<file path="src/rtl/rgb_to_hsv_convert_defines.svh">
// Assertion macros shared by the RGB-to-HSV converter RTL.
`ifndef RGB_TO_HSV_CONVERT_DEFINES_SVH
`define RGB_TO_HSV_CONVERT_DEFINES_SVH

// Condition in this cycle implies consequence in the same cycle.
`define RHC_ASSERT_NOW(label, ante, cons, msg) \
  label: assert property (@(posedge clk) disable iff (rst) (ante) |-> (cons)) \
    else $error(msg);

// Condition in this cycle implies consequence a fixed number of cycles later.
`define RHC_ASSERT_AFTER(label, ante, dly, cons, msg) \
  label: assert property (@(posedge clk) disable iff (rst) (ante) |-> ##dly (cons)) \
    else $error(msg);

`endif

</file>
<file path="src/rtl/rgbhsv_pkg.sv">
// Types and constants shared by the RGB-to-HSV converter.
`default_nettype none

package rgbhsv_pkg;

  localparam int COLOR_BITS = 8;
  localparam int FRAC_BITS  = 12;
  localparam int HUE_W      = FRAC_BITS + 3;
  localparam int SAT_W      = FRAC_BITS + 1;
  localparam int REM_W      = COLOR_BITS + 1;
  localparam int NUM_CELLS  = FRAC_BITS + 1;

  localparam logic [HUE_W-1:0] GREEN_BASE = HUE_W'(2 << FRAC_BITS);
  localparam logic [HUE_W-1:0] BLUE_BASE  = HUE_W'(4 << FRAC_BITS);
  localparam logic [HUE_W-1:0] FULL_TURN  = HUE_W'(6 << FRAC_BITS);
  localparam logic [SAT_W-1:0] SAT_ONE    = SAT_W'(1 << FRAC_BITS);

  typedef enum logic [1:0] {
    SEC_RED   = 2'd0,
    SEC_GREEN = 2'd1,
    SEC_BLUE  = 2'd2
  } sector_t;

  typedef struct packed {
    logic [COLOR_BITS-1:0] red;
    logic [COLOR_BITS-1:0] green;
    logic [COLOR_BITS-1:0] blue;
  } pixel_t;

  typedef struct packed {
    logic [HUE_W-1:0]      hue;
    logic [SAT_W-1:0]      saturation;
    logic [COLOR_BITS-1:0] brightness;
    logic                  hue_defined;
  } hsv_t;

  // Word handed from cell to cell: two restoring dividers side by side.
  typedef struct packed {
    logic [REM_W-1:0]      sat_rem;
    logic [COLOR_BITS-1:0] sat_den;
    logic [SAT_W-1:0]      sat_q;
    logic [REM_W-1:0]      hue_rem;
    logic [COLOR_BITS-1:0] hue_den;
    logic [SAT_W-1:0]      hue_q;
    logic                  neg;
    sector_t               sector;
    logic                  black;
    logic                  flat;
    logic [COLOR_BITS-1:0] bright;
  } cell_word_t;

endpackage

`default_nettype wire

</file>
<file path="src/rtl/rgbhsv_front.sv">
// Input stage: max/min, sector select and divider operand setup.
`default_nettype none

module rgbhsv_front (
  input  wire logic                  clk,
  input  wire logic                  rst,
  input  wire logic                  accept,
  input  wire rgbhsv_pkg::pixel_t    pixel,
  output logic                       valid,
  output rgbhsv_pkg::cell_word_t     word
);

  localparam int C = rgbhsv_pkg::COLOR_BITS;

  logic [C-1:0] r, g, b, mx, mn, d, mag;
  logic [C:0]   diff;
  rgbhsv_pkg::sector_t sector;
  rgbhsv_pkg::cell_word_t word_next;

  always_comb begin
    r  = pixel.red;
    g  = pixel.green;
    b  = pixel.blue;
    mx = (r > g) ? r : g;
    mn = (r < g) ? r : g;
    if (b > mx) mx = b;
    if (b < mn) mn = b;
    d = mx - mn;
    // ties go to red, then green
    if (mx == r) begin
      sector = rgbhsv_pkg::SEC_RED;
      diff   = {1'b0, g} - {1'b0, b};
    end else if (mx == g) begin
      sector = rgbhsv_pkg::SEC_GREEN;
      diff   = {1'b0, b} - {1'b0, r};
    end else begin
      sector = rgbhsv_pkg::SEC_BLUE;
      diff   = {1'b0, r} - {1'b0, g};
    end
    mag = diff[C] ? C'(-diff) : diff[C-1:0];

    word_next.sat_rem = {1'b0, d};
    word_next.sat_den = mx;
    word_next.sat_q   = '0;
    word_next.hue_rem = {1'b0, mag};
    word_next.hue_den = d;
    word_next.hue_q   = '0;
    word_next.neg     = diff[C];
    word_next.sector  = sector;
    word_next.black   = (mx == '0);
    word_next.flat    = (d == '0);
    word_next.bright  = mx;
  end

  always_ff @(posedge clk) begin
    if (rst) begin
      valid <= 1'b0;
    end else begin
      valid <= accept;
    end
  end

  always_ff @(posedge clk) begin
    word <= word_next;
  end

endmodule

`default_nettype wire

</file>
<file path="src/rtl/rgbhsv_cell.sv">
// Divider cell: one quotient bit for saturation and for hue per stage.
`default_nettype none

module rgbhsv_cell (
  input  wire logic                    clk,
  input  wire logic                    rst,
  input  wire logic                    valid_in,
  input  wire rgbhsv_pkg::cell_word_t  word_in,
  output logic                         valid,
  output rgbhsv_pkg::cell_word_t       word
);

  localparam int C = rgbhsv_pkg::COLOR_BITS;
  localparam int S = rgbhsv_pkg::SAT_W;

  logic sat_bit, hue_bit;
  logic [C:0] sat_left, hue_left;
  rgbhsv_pkg::cell_word_t word_next;

  always_comb begin
    word_next = word_in;
    sat_bit   = (word_in.sat_rem >= {1'b0, word_in.sat_den});
    hue_bit   = (word_in.hue_rem >= {1'b0, word_in.hue_den});
    sat_left  = sat_bit ? (word_in.sat_rem - {1'b0, word_in.sat_den}) : word_in.sat_rem;
    hue_left  = hue_bit ? (word_in.hue_rem - {1'b0, word_in.hue_den}) : word_in.hue_rem;
    // remainder is below the divisor here, so doubling fits
    word_next.sat_rem = {sat_left[C-1:0], 1'b0};
    word_next.hue_rem = {hue_left[C-1:0], 1'b0};
    word_next.sat_q   = {word_in.sat_q[S-2:0], sat_bit};
    word_next.hue_q   = {word_in.hue_q[S-2:0], hue_bit};
  end

  always_ff @(posedge clk) begin
    if (rst) begin
      valid <= 1'b0;
    end else begin
      valid <= valid_in;
    end
  end

  always_ff @(posedge clk) begin
    word <= word_next;
  end

endmodule

`default_nettype wire

</file>
<file path="src/rtl/rgbhsv_back.sv">
// Output stage: floor correction, sector offset, wrap and result register.
`default_nettype none

module rgbhsv_back (
  input  wire logic                    clk,
  input  wire logic                    rst,
  input  wire logic                    valid_in,
  input  wire rgbhsv_pkg::cell_word_t  word_in,
  output logic                         done,
  output rgbhsv_pkg::hsv_t             result
);

  localparam int H = rgbhsv_pkg::HUE_W;

  logic [H-1:0] mag, base, hue_val;
  rgbhsv_pkg::hsv_t result_next;

  always_comb begin
    // a negative quotient rounds away from zero when the remainder is nonzero
    mag = H'(word_in.hue_q) + H'(word_in.neg && (word_in.hue_rem != '0));
    case (word_in.sector)
      rgbhsv_pkg::SEC_GREEN: base = rgbhsv_pkg::GREEN_BASE;
      rgbhsv_pkg::SEC_BLUE:  base = rgbhsv_pkg::BLUE_BASE;
      default:               base = word_in.neg ? rgbhsv_pkg::FULL_TURN : '0;
    endcase
    hue_val = word_in.neg ? (base - mag) : (base + mag);

    result_next.hue         = word_in.flat ? '0 : hue_val;
    result_next.saturation  = word_in.black ? '0 : word_in.sat_q;
    result_next.brightness  = word_in.bright;
    result_next.hue_defined = !word_in.flat;
  end

  always_ff @(posedge clk) begin
    if (rst) begin
      done <= 1'b0;
    end else begin
      done <= valid_in;
    end
  end

  always_ff @(posedge clk) begin
    result <= result_next;
  end

endmodule

`default_nettype wire

</file>
<file path="src/rtl/rgb_to_hsv_convert.sv">
// RGB-to-HSV converter top level: front stage, divider cell row, output stage.
// Throughput: one pixel per cycle; busy stays low, as every stage advances each cycle.
// The row has FRAC_BITS + 1 divider cells, one quotient bit per cell.
// Reset clears all valid flags; words in flight are dropped, and data registers are not reset.
`default_nettype none

`include "rgb_to_hsv_convert_defines.svh"

module rgb_to_hsv_convert (
  input  wire logic                clk,
  input  wire logic                rst,
  input  wire logic                start,
  output logic                     busy,
  input  wire rgbhsv_pkg::pixel_t  pixel_in,
  output logic                     done,
  output rgbhsv_pkg::hsv_t         result
);

  localparam int N       = rgbhsv_pkg::NUM_CELLS;
  localparam int LATENCY = N + 2;

  logic                   valid [0:N];
  rgbhsv_pkg::cell_word_t word  [0:N];

  assign busy = 1'b0;

  rgbhsv_front u_front (
    .clk    (clk),
    .rst    (rst),
    .accept (start && !busy),
    .pixel  (pixel_in),
    .valid  (valid[0]),
    .word   (word[0])
  );

  for (genvar i = 0; i < N; i++) begin : g_cell
    rgbhsv_cell u_cell (
      .clk      (clk),
      .rst      (rst),
      .valid_in (valid[i]),
      .word_in  (word[i]),
      .valid    (valid[i+1]),
      .word     (word[i+1])
    );
  end

  rgbhsv_back u_back (
    .clk      (clk),
    .rst      (rst),
    .valid_in (valid[N]),
    .word_in  (word[N]),
    .done     (done),
    .result   (result)
  );

  `RHC_ASSERT_AFTER(a_latency, start && !busy, LATENCY, done, "accepted word did not finish on time")
  `RHC_ASSERT_NOW(a_gray_hue, done && !result.hue_defined, result.hue == '0, "undefined hue not zero")
  `RHC_ASSERT_NOW(a_hue_range, done, result.hue < rgbhsv_pkg::FULL_TURN, "hue past a full turn")
  `RHC_ASSERT_NOW(a_sat_range, done, result.saturation <= rgbhsv_pkg::SAT_ONE, "saturation above one")

endmodule

`default_nettype wire

</file>
<file path="config.mk">
export PLATFORM = sky130hd
export DESIGN_NAME = rgb_to_hsv_convert
export DESIGN_NICKNAME = d
export VERILOG_FILES = /design/src/rtl/rgbhsv_pkg.sv /design/src/rtl/rgbhsv_front.sv /design/src/rtl/rgbhsv_cell.sv /design/src/rtl/rgbhsv_back.sv /design/src/rtl/rgb_to_hsv_convert.sv
export VERILOG_INCLUDE_DIRS = /design/src /design/src/rtl
export SDC_FILE = /design/constraint.sdc
export NUM_CORES = 1
export LEC_CHECK = 0
export ABC_AREA = 1
export BUFFER_PORTS_ARGS = -buffer_cell sky130_fd_sc_hd__buf_2
export CAP_MARGIN = 0
export CORE_MARGIN = 5
export CORE_UTILIZATION = 60
export DETAILED_ROUTE_END_ITERATION = 8
export PLACE_DENSITY = 0.77
export SYNTH_ARGS = -nofsm -noshare
export SYNTH_HDL_FRONTEND = slang
export SYNTH_HIERARCHICAL = 1
export SYNTH_SLANG_ARGS = --single-unit
</file>
<file path="constraint.sdc">
create_clock -name clk -period 7.9 [get_ports clk]
set_clock_uncertainty 0.05 [all_clocks]
set_input_delay 0.395 -clock clk [delete_from_list [all_inputs] [get_ports clk]]
set_output_delay 0.395 -clock clk [all_outputs]
set_load 0.01 [all_outputs]
</file>
==> Yosys cells after proc, flatten, opt, wreduce, memory -nomap -nowiden <==
Index checks and enable logic that the tools add are counted.
{ "op_classes": {"mul": 0, "div": 0, "order_cmp": 30, "mux": 36, "shift": 0, "n_reduce_logical": 5, "n_eq_ne": 4, "add_sub_neg": 33, "n_bitwise": 0} }
{ "ops": {"columns": ["op", "n"], "rows": [
  ["8-bit 2-to-1 mux", 30],
  ["9-bit by 8-bit greater-or-equal comparator with 1-bit output", 24],
  ["8-bit subtractor", 26],
  ["15-bit 2-to-1 mux", 2],
  ["15-bit one-hot mux with 2 select lines", 1],
  ["8-bit by 8-bit subtractor with 9-bit output", 3],
  ["9-bit 2-to-1 mux", 2],
  ["8-bit equality test", 2],
  ["8-bit greater-or-equal comparator", 2],
  ["8-bit greater-than comparator", 2],
  ["8-bit zero test", 2],
  ["8-bit less-than comparator", 2],
  ["15-bit adder", 1],
  ["15-bit subtractor", 1],
  ["13-bit by 1-bit adder with 14-bit output", 1],
  ["9-bit nonzero test", 1],
  ["8-bit negator", 1],
  ["2-bit by 1-bit equality test with 1-bit output, second input constant", 1],
  ["2-bit equality test, second input constant", 1],
  ["2-bit 2-to-1 mux", 1],
  ["1-bit logical AND", 1],
  ["1-bit zero test", 1]
]} }
{ "totals": {"mem_bits_rw": 0, "output_inout_bits": 39, "in_bits": 27, "mem_count": 0, "latch_bits": 0, "romBits": 0, "elab_cells": 285, "register_bits": 728} }

==> Logic depth before layout (Yosys ltp) <==
Gate-level depths: netlist of the first run.
{ "logic_depth": {"depth_word": 9, "depth_mapped": 40, "ltp_nobuf": 38} }

==> By module <==
The synthesis of the first run kept the hierarchy.
{ "modules_own_cells": {"columns": ["module", "cells_per_inst", "instances", "area_each_um2", "seq_area_each_um2"], "rows": [
  ["rgbhsv_cell (g_cell[11].u_cell ...)", 293, 8, 2625.0, 1441.4],
  ["rgbhsv_cell (g_cell[0].u_cell ...)", 294, 5, 2692.6, 1441.4],
  ["rgbhsv_front", 610, 1, 3928.8, 600.6],
  ["rgbhsv_back", 328, 1, 2093.3, 760.7],
  ["rgb_to_hsv_convert", 2, 1, 11.3, 0.0]
]} }

==> Worst setup path after synthesis of the first run <==
Ideal clock, no wire load.
{ "synth_timing": {"path_kind": "input port to flip-flop", "startpoint": "input pixel_in[15] (netlist bit)", "endpoint": "register u_front/word[38] (netlist name)", "setup_slack_ns": 3.355, "t_required_ns": 7.736, "setup_ns": 0.114, "path_stages": 32, "t_arrival_ns": 4.381, "n_path_buf": 2, "cell_sequence": "inv_1 > ha_1 > nand2_1 > nor2_2 > nand3_1 > nand3_2 > nand2_2 > clkbuf_1 > o21ai_0 > inv_1 > ha_1 > nand2_1 > nor2_1 > nand3_1 > nand3b_1 > nand2_4 > buf_12 > nand2_4 > nand2_2 > nand2_1 > nand2_1 > nand2_2 > nor2_2 > nand2_2 > nand2_1 > o21ai_1 > nor2_2 > ha_1 > nand3_1 > o21ai_2 > xor2_1 > inv_1"} }
{ "synth_between": {"elab_chain_cells": 9, "elab_cells_between_ends": 12, "classes_between": "add/sub (3); order compare (2); eq/ne (2); mux (5)"} }
{ "synth_lines": {"columns": ["item", "line", "source"], "rows": [
  ["start: declaration", "rgb_to_hsv_convert.sv:14", "input wire rgbhsv_pkg::pixel_t pixel_in,"],
  ["8-bit greater-than comparator", "rgbhsv_front.sv:24", "mx = (r > g) ? r : g;"],
  ["8-bit 2-to-1 mux (*)", "rgbhsv_front.sv:24", null],
  ["8-bit greater-than comparator", "rgbhsv_front.sv:26", "if (b > mx) mx = b;"],
  ["8-bit 2-to-1 mux (*)", "rgbhsv_front.sv:26", null],
  ["named net u_front.mx[3]", "rgbhsv_front.sv:15", "logic [C-1:0] r, g, b, mx, mn, d, mag;"],
  ["8-bit equality test", "rgbhsv_front.sv:33", "end else if (mx == g) begin"],
  ["9-bit 2-to-1 mux", "rgbhsv_front.sv:33", null],
  ["9-bit 2-to-1 mux (*)", "rgbhsv_front.sv:30", "if (mx == r) begin"],
  ["8-bit negator", "rgbhsv_front.sv:40", "mag = diff[C] ? C'(-diff) : diff[C-1:0];"],
  ["8-bit 2-to-1 mux (*)", "rgbhsv_front.sv:40", null],
  ["named net u_front.mag[4]", "rgbhsv_front.sv:15", null]
]} }
Mark *: on every way through the listed nets, which the timed path passes. The rest lies on a longest branch.
A chain may end at the register's enable or synchronous reset.

==> Worst setup path after layout of the first run <==
{ "layout_timing": {"startpoint": "input pixel_in[14] (netlist bit)", "endpoint": "register u_front/word[38] (netlist name)"} }
{ "layout_between": {"elab_chain_cells": 9, "elab_cells_between_ends": 12, "classes_between": "add/sub (3); order compare (2); eq/ne (2); mux (5)"} }
{ "layout_lines": {"columns": ["item", "line"], "rows": [
  ["8-bit greater-than comparator", "rgbhsv_front.sv:24"],
  ["8-bit 2-to-1 mux (*)", "rgbhsv_front.sv:24"],
  ["8-bit greater-than comparator", "rgbhsv_front.sv:26"],
  ["8-bit 2-to-1 mux (*)", "rgbhsv_front.sv:26"],
  ["named net u_front.mx[0]", "rgbhsv_front.sv:15"],
  ["8-bit equality test", "rgbhsv_front.sv:33"],
  ["9-bit 2-to-1 mux", "rgbhsv_front.sv:33"],
  ["9-bit 2-to-1 mux (*)", "rgbhsv_front.sv:30"],
  ["8-bit negator", "rgbhsv_front.sv:40"],
  ["8-bit 2-to-1 mux (*)", "rgbhsv_front.sv:40"],
  ["named net u_front.mag[4]", "rgbhsv_front.sv:15"]
]} }
Marks and branches as above.

==> run metrics, run 1 <==
H-tree Lvls=3; via count=26834; GRT Total Usage=0.216; Remaining DRCs=0; setup_tns=0 ns; Max clock buf depth=3; Detailed Route Iter0 Violations=1888; WP data required=8.36 ns; post-synthesis cell count=4487; min Tclk post-route=5.65 ns; CTS tree=built; Worst-path clk slew=0.06 ns; met2 wire len=33600 um; global-route wire length before repair=121000 um; initial antenna violation count=2; Syn Area/Cell=8.11 sq um; antenna cell count=0; status=completed; register area=16500 sq um; CP max FO=20; worst slew pin tran=0.772 ns; R2R Setup Slk=4.07 ns; post-CTS sizing=0; met1 wire length=31800 um; site row count=90; CP peak stage delay=0.59 ns; largest net degree at the start of global routing=24; Most common cell on crit path=nand2_1; Avg WL per Cell=13.2 um; CTS root buffer=clkbuf_16; synth warn=6; Final Hold Vio Count=0; clock latency on the worst-skew pair=0.64 ns; Crit. End Element=flip-flop; unrepaired setup endpoints after global routing=no; area occupied by multi-input gates=16400 sq um; fillcell total=4832; gpl congestion=0.904; Worst Hold Class=primary input to flip-flop; Via density=4.97; Slew HR=0.484; vias in the first global route=25783; Post-Syn Area=36400 sq um; clk sinks=824; Placeable Area=60200 sq um; GR Overflow Total=0; Final Cycle Share=0.715; WS Path Type=primary input to flip-flop; top layer in use=met5; Area Growth Syn to Fin=9.24%; die area=65700 sq um; drt pass-1 iters=7; DPL Wire Length=53700 um; layout cells sized above 1=0.101; Starting Density=0.604; CTS buffer count=79; Ports=66; Met3 Routed Length=3380 um; drt total wl=71400 um; chip height=256 um; Nets=4870; startpoint types=primary input; IO buf count=64; max-capacitance violation count=0; endpoints failing setup=0; crit path max-delay cell type=nand3b_1; Final Slew Violations=0; fmax=177 MHz; Routed Antenna Nets=0; die width=256 um; worst endpoint data arrival time=6.11 ns
-- layout by cell type, fill, tap and decap left out, types with 7 or more instances in the layout --
cell        instances
nor3_2             10
a21oi_2            34
buf_2              64
and2_4              8
fa_1               28
or2_0               8
o21ai_0            42
nand2_1          1270
clkinvlp_4          7
nand2_2            69
nor2_2             31
dfxtp_1           824
nand2_4            42
ha_1              259
nand4_1            52
nor3_1             27
clkinv_2           16
nand2_8            18
nor2_4             14
a21oi_1           109
nor2_1            172
inv_2              14
inv_1             723
clkbuf_1            7
clkbuf_8            7
clkinv_1           13
xor2_1             62
conb_1             28
nand3_1           452
nand3b_1           13
clkbuf_16          79
clkinv_4            9
bufinv_16          10
xnor2_1            35
-- metrics by stage --
| step | instances | area (sq um) | setup WS, ns | hold slack (ns) | utilization |
|---|---|---|---|---|---|
| after floorplan | 4500 | 36500 | 3.36 | 0.260 | - |
| after global placement | 5256 | 37000 | 1.67 | 0.260 | 0.614 |
| after detailed placement | 5256 | 37000 | 1.62 | 0.262 | 0.614 |
| after CTS | 5402 | 39800 | 2.28 | 0.0153 | 0.660 |
| after global routing | 5402 | 39800 | 1.76 | 0.0459 | 0.660 |
| final | 5402 | 39800 | 2.25 | 0.0536 | 0.660 |
-- registers in the layout, indices dropped and copies added (netlist names) --
| register | cells |
|---|---|
| g_cell.u_cell/valid | 13 |
| g_cell.u_cell/word | 743 |
| u_back/done | 1 |
| u_back/result | 37 |
| u_front/valid | 1 |
| u_front/word | 29 |
-- cell type report --
class                           count  share of cell area
Sequential cell                   824               0.415
Multi-Input combinational cell   2836               0.412
Clock inverter                     52              0.0171
Inverter                          750              0.0708
Tap cell                          782              0.0246
Clock buffer                       93              0.0528
Timing Repair Buffer               65             0.00830
-- final timing paths --
path | from | endpoint | cells past startpoint
worst max-delay path | pixel_in[14] | u_front/word[38]$_DFF_P_ | 31
worst min-delay path | rst | g_cell[12].u_cell/valid$_SDFF_PP0_ | 2
worst max register to register | g_cell[12].u_cell/word[12]$_DFF_P_ | u_back/result[36]$_SDFF_PP0_ | 22
worst min register to register | g_cell[8].u_cell/word[1]$_DFF_P_ | g_cell[9].u_cell/word[1]$_DFF_P_ | 0
-- critical path: cells and delay by family --
family,cells,cell delay (ns)
compound gates,3,0.66
xor+xnor,1,0.16
fa+ha+maj,3,0.87
buf+inv,4,0.40
simple gates,20,3.60
-- routing by layer --
layer,global-route usage,vias up
met1,0.275,12042
met2,0.369,597
li1,-,14039
met4,0.0856,2
met5,0,-
met3,0.0341,154
-- repair_timing --
item / CTS / global route
hold buffers: 1 / 0
buffers inserted: 0 / 0
endpoints found under the hold margin: 1 / 0
Power of run 1 is not shown: default switching activity piles up to over one toggle a cycle in this logic, so the estimate is an artifact.
==> inputs of run 2 (changes only) <==
Settings changed: CORE_UTILIZATION 60 to 58.
Clock period 7.9 ns to 5.1 ns, I/O delays scaled along.
==> run metrics, run 2 (synthesized netlist as in run 1, its figures left out) <==
Final Slew Violations=0 (unchanged); fmax=220 MHz; Critical Path Source=pixel_in[13] (was pixel_in[14]); Worst setup endpoint=u_front/word[38]$_DFF_P_ (unchanged); Most flops, register=g_cell.u_cell/word (unchanged); CTS buffer count=80 (was 79); vias in the first global route=25470 (was 25783); status=completed (unchanged); site row count=91 (was 90); min Tclk post-route=4.54 ns; worst reg2reg path startpoint=g_cell[12].u_cell/word[12]$_DFF_P_ (unchanged); clk sinks=824 (unchanged); worst endpoint data arrival time=4.98 ns (was 6.11 ns); RR Endpoint=u_back/result[36]$_SDFF_PP0_ (unchanged); most frequent cells in the layout=1270 x nand2_1, 824 x dfxtp_1, 723 x inv_1, 452 x nand3_1, 259 x ha_1 (unchanged); Slew HR=0.584 (was 0.484); Post-Layout Cell Count=5470 (was 5402); dpl cells=5317 (was 5256); largest net degree at the start of global routing=24 (unchanged); WS Path Type=primary input to flip-flop (unchanged); Worst Hold Class=primary input to flip-flop (unchanged); R2R Setup Slk=1.24 ns (was 4.07 ns); post-CTS sizing=0 (unchanged); startpoint types=primary input (unchanged); Final Hold Vio Count=0 (unchanged); Final Cycle Share=0.890; Final WS setup=0.560 ns (was 2.25 ns); GRT Total Usage=0.206 (was 0.216); die area=67900 sq um (was 65700 sq um); fin area=40000 sq um (was 39800 sq um); drt total wl=69400 um (was 71400 um); CP peak stage delay=0.36 ns (was 0.59 ns); CTS Hold Bufs=6 (was 1); Area Growth Syn to Fin=9.87% (was 9.24%); unrepaired setup endpoints after global routing=no (unchanged); setup_tns=0 ns (unchanged); antenna cell count=0 (unchanged); worst slack at placement=-0.00416 ns (was 1.62 ns); worst slew pin tran=0.624 ns (was 0.772 ns); global-route wire length before repair=118000 um (was 121000 um); Worst-path clk slew=0.06 ns (about the same); Setup Fix Bufs, Post-CTS=0 (unchanged); H-tree Lvls=3 (unchanged); die width=261 um (was 256 um); Crit. End Element=flip-flop (unchanged); CTS tree=built (unchanged); initial antenna violation count=1 (was 2); clock latency on the worst-skew pair=0.64 ns (about the same); GR Overflow Total=0 (unchanged); Routed Antenna Nets=0 (unchanged); max reg flops=743 (unchanged); worst r2r path cells=22 (unchanged); Largest regs=g_cell.u_cell/word x743, u_back/result x37, u_front/word x29 (unchanged); DPL Wire Length=53300 um (was 53700 um); Remaining DRCs=0 (unchanged); CP max FO=16 (was 20); drt pass-1 iters=7 (unchanged); Max clock buf depth=3 (unchanged); IO buf count=64 (unchanged); Placeable Area=61900 sq um (was 60200 sq um); Cell Area, Placed=37100 sq um (was 37000 sq um); Starting Density=0.588 (was 0.604); crit path max-delay cell type=ha_1 (was nand3b_1); endpoints failing setup=0 (unchanged); Via density=4.86 (was 4.97); gpl congestion=0.923 (was 0.904); layout cells sized above 1=0.100 (was 0.101); most common cell after layout, fill and taps aside=nand2_1 (unchanged); Avg WL per Cell=12.7 um (was 13.2 um); WP data required=5.54 ns (was 8.36 ns); Ports=66 (unchanged); max-capacitance violation count=0 (unchanged); Detailed Route Iter0 Violations=1523 (was 1888); Most common cell on crit path=nand2_1 (unchanged); CTS root buffer=clkbuf_16 (unchanged); chip height=261 um (was 256 um); Nets=4882 (was 4870); via count=26593 (was 26834)
==> run 2: cell count changes in the layout (fill, tap and decap cells not counted) <==
cell,previous run,this run
inv_16,3,2
clkbuf_1,7,15
dlygate4sd3_1,1,6
clkinvlp_4,7,6
clkbuf_8,7,15
clkinv_2,16,10
clkinv_4,9,2
clkbuf_16,79,81
clkinv_8,0,1
inv_8,2,0
buf_4,0,6
==> run 2: worst min-delay path by stage <==
stage	startpoint	end	slack (ns)	depth (start not counted)
after floorplan	u_front/word[10]$_SDFF_PP0_	g_cell[0].u_cell/word[10]$_DFF_P_	0.26	0
after global placement	g_cell[6].u_cell/word[19]$_DFF_P_	g_cell[7].u_cell/word[20]$_DFF_P_	0.26	0
final	pixel_in[0]	u_front/word[0]$_DFF_P_	0.09	3
after CTS	pixel_in[0]	u_front/word[0]$_DFF_P_	0.05	3
after global routing	pixel_in[0]	u_front/word[0]$_DFF_P_	0.08	3
after detailed placement	g_cell[11].u_cell/word[11]$_DFF_P_	g_cell[12].u_cell/word[11]$_DFF_P_	0.26	0
==> run 2: stage by stage <==
step	util	hold slack, ns
final	0.646	0.0878
after global routing	0.646	0.0845
after CTS	0.646	0.0468
after detailed placement	0.599	0.262
after global placement	0.599	0.260
after floorplan	-	0.260
==> run 2: per-layer routing <==
metal / vias up / track usage / wire, um
li1: 14044 / - / -
met1: 11918 / 0.262 / 31600
met2: 499 / 0.358 / 33000
met3: 130 / 0.0303 / 2940
met4: 2 / 0.0699 / 1890
met5: - / 0 / 13
==> run 2: final cells by class <==
| class | instances | area (sq um) |
|---|---|---|
| multi-input combinational | 2836 | 16400 |
| inverter | 750 | 2820 |
| timing repair buffer | 76 | 425 |
| sequential | 824 | 16500 |
| clock inverter | 36 | 556 |
| clock buffer | 111 | 2290 |
| tap | 837 | 1050 |
| fill | 5246 | 21900 |
==> run 2: worst max-delay path, delay by kind of cell <==
kind / cells / cell delay (ns)
AO/OA/AOI/OAI: 2 / 0.51
adder cells (fa/ha/maj): 3 / 0.87
XOR/XNOR: 1 / 0.16
buffers and inverters: 5 / 0.46
AND/OR/NAND/NOR: 20 / 2.72
Power of run 2 is left out for the same reason.
==> inputs of run 3 (changes only) <==
Settings changed: CORE_UTILIZATION 58 to 60, HOLD_SLACK_MARGIN set to 0.06.
Clock period 5.1 ns to 5.8 ns, I/O delays scaled along.
==> run metrics, run 3 (synthesized netlist as in run 1, its figures left out) <==
clock latency on the worst-skew pair=0.63 ns (was 0.64 ns); CP max FO=16 (unchanged); layout cells sized above 1=0.101 (was 0.100); CTS tree=built (unchanged); die area=65700 sq um (was 67900 sq um); DPL Wire Length=53200 um (was 53300 um); Avg WL per Cell=13.1 um (was 12.7 um); gpl congestion=0.900 (was 0.923); setup_tns=0 ns (unchanged); destination of the worst hold path=u_front/word[0]$_DFF_P_ (unchanged); Crit. End Element=flip-flop (unchanged); endpoints failing setup=0 (unchanged); WP data required=6.25 ns (was 5.54 ns); Most flops, register=g_cell.u_cell/word (unchanged); clk sinks=824 (unchanged); IO buf count=64 (unchanged); R2R Setup Slk=1.96 ns (was 1.24 ns); max-capacitance violation count=0 (unchanged); Max clock buf depth=3 (unchanged); Final Hold Vio Count=0 (unchanged); via count=26732 (was 26593); Starting Density=0.604 (was 0.588); post-layout util=0.660 (was 0.646); worst slew pin tran=0.775 ns (was 0.624 ns); max reg flops=743 (unchanged); Largest regs=g_cell.u_cell/word x743, u_back/result x37, u_front/word x29 (unchanged); largest net degree at the start of global routing=24 (unchanged); post-CTS sizing=0 (unchanged); fillcell total=4902 (was 5246); worst reg2reg path startpoint=g_cell[12].u_cell/word[12]$_DFF_P_ (unchanged); register area=16500 sq um (unchanged); Most common cell on crit path=nand2_1 (unchanged); CTS buffer count=79 (was 80); min Tclk post-route=4.63 ns; die width=256 um (was 261 um); GR Overflow Total=0 (unchanged); crit path max-delay cell type=ha_1 (unchanged); unrepaired setup endpoints after global routing=no (unchanged); GRT Total Usage=0.214 (was 0.206); Worst Hold Class=primary input to flip-flop (unchanged); antenna cell count=0 (unchanged); fmax=216 MHz; worst hold path cell count=3 (unchanged); Worst-path clk slew=0.06 ns (about the same); most frequent cells in the layout=1270 x nand2_1, 824 x dfxtp_1, 723 x inv_1, 452 x nand3_1, 259 x ha_1 (unchanged); Via density=4.94 (was 4.86); worst r2r path cells=22 (unchanged); H-tree Lvls=3 (unchanged); status=completed (unchanged); initial antenna violation count=2 (was 1); CTS root buffer=clkbuf_16 (unchanged); Area Growth Syn to Fin=9.29% (was 9.87%); site row count=90 (was 91); CP peak stage delay=0.35 ns (was 0.36 ns); chip height=256 um (was 261 um); WS Path Type=primary input to flip-flop (unchanged); worst endpoint data arrival time=5.08 ns (was 4.98 ns); Remaining DRCs=0 (unchanged); most common cell after layout, fill and taps aside=nand2_1 (unchanged); startpoint types=primary input (unchanged); Final Slew Violations=0 (unchanged); Nets=4879 (was 4882); RR Endpoint=u_back/result[36]$_SDFF_PP0_ (unchanged); Final Cycle Share=0.798; Ports=66 (unchanged); vias in the first global route=25458 (was 25470); Worst Hold Launch=pixel_in[0] (unchanged); area occupied by multi-input gates=16400 sq um (unchanged); drt pass-1 iters=5 (was 7); Routed Antenna Nets=0 (unchanged); Detailed Route Iter0 Violations=1627 (was 1523); Slew HR=0.483 (was 0.584); global-route wire length before repair=120000 um (was 118000 um); drt total wl=70900 um (was 69400 um); Placeable Area=60200 sq um (was 61900 sq um)
[run 3: cell count changes in the layout (fill, tap and decap cells not counted)]
| cell | delta |
|---|---|
| inv_6 | +3 |
| inv_8 | +2 |
| clkinv_2 | -4 |
| clkinv_4 | +1 |
| clkbuf_16 | -2 |
| clkinv_16 | -1 |
| buf_4 | -2 |
| bufinv_16 | -7 |
| clkinvlp_4 | +2 |
| clkbuf_1 | -6 |
| clkbuf_8 | +6 |
| clkinv_8 | +3 |
[run 3: what timing repair did]
item	in CTS	in global routing
buffers inserted	0	0
setup endpoints to repair	0	0
hold buffers	6	0
endpoints found under the hold margin	18	0
[run 3: layout make-up]
type,instances,share of cell area
clock buffer,109,0.0578
clock inverter,35,0.0105
inverter,750,0.0708
multi-input combinational,2836,0.412
sequential,824,0.415
tap,782,0.0246
timing repair buffer,74,0.0103
[run 3: per-layer routing]
| metal | vias to the layer above | routed length (um) | GRT usage |
|---|---|---|---|
| met4 | 4 | 2030 | 0.0754 |
| li1 | 14058 | - | - |
| met2 | 557 | 33700 | 0.370 |
| met1 | 11992 | 32000 | 0.273 |
| met5 | - | 28 | 0 |
| met3 | 121 | 3070 | 0.0332 |
[run 3: stage by stage]
step                      instance area [sq um]  worst slack (ns)  hold slack [ns]  std cells
after floorplan                           36500              1.36            0.260       4500
after global placement                    37000             0.695            0.260       5260
after detailed placement                  37000             0.562            0.262       5260
after CTS                                 39800              1.19           0.0625       5410
after global routing                      39800             0.668           0.0913       5410
final                                     39800              1.17           0.0978       5410
[run 3: how the worst max path moves through the flow]
stage / from / endpoint / slack, ns / depth (start not counted)
after floorplan: pixel_in[15] / u_front/word[38]$_DFF_P_ / 1.36 / 32
after global placement: pixel_in[15] / u_front/word[38]$_DFF_P_ / 0.70 / 31
after detailed placement: pixel_in[15] / u_front/word[38]$_DFF_P_ / 0.56 / 31
after CTS: pixel_in[15] / u_front/word[38]$_DFF_P_ / 1.19 / 31
after global routing: pixel_in[15] / u_front/word[40]$_DFF_P_ / 0.67 / 32
final: pixel_in[15] / u_front/word[38]$_DFF_P_ / 1.17 / 31
[run 3: worst max-delay path: cells and delay by family]
family          cells  cell delay, ns
compound gates      5            1.09
xor+xnor            1            0.16
fa+ha+maj           3            0.85
buf+inv             4            0.36
simple gates       18            2.31
Power of run 3 is left out for the same reason.
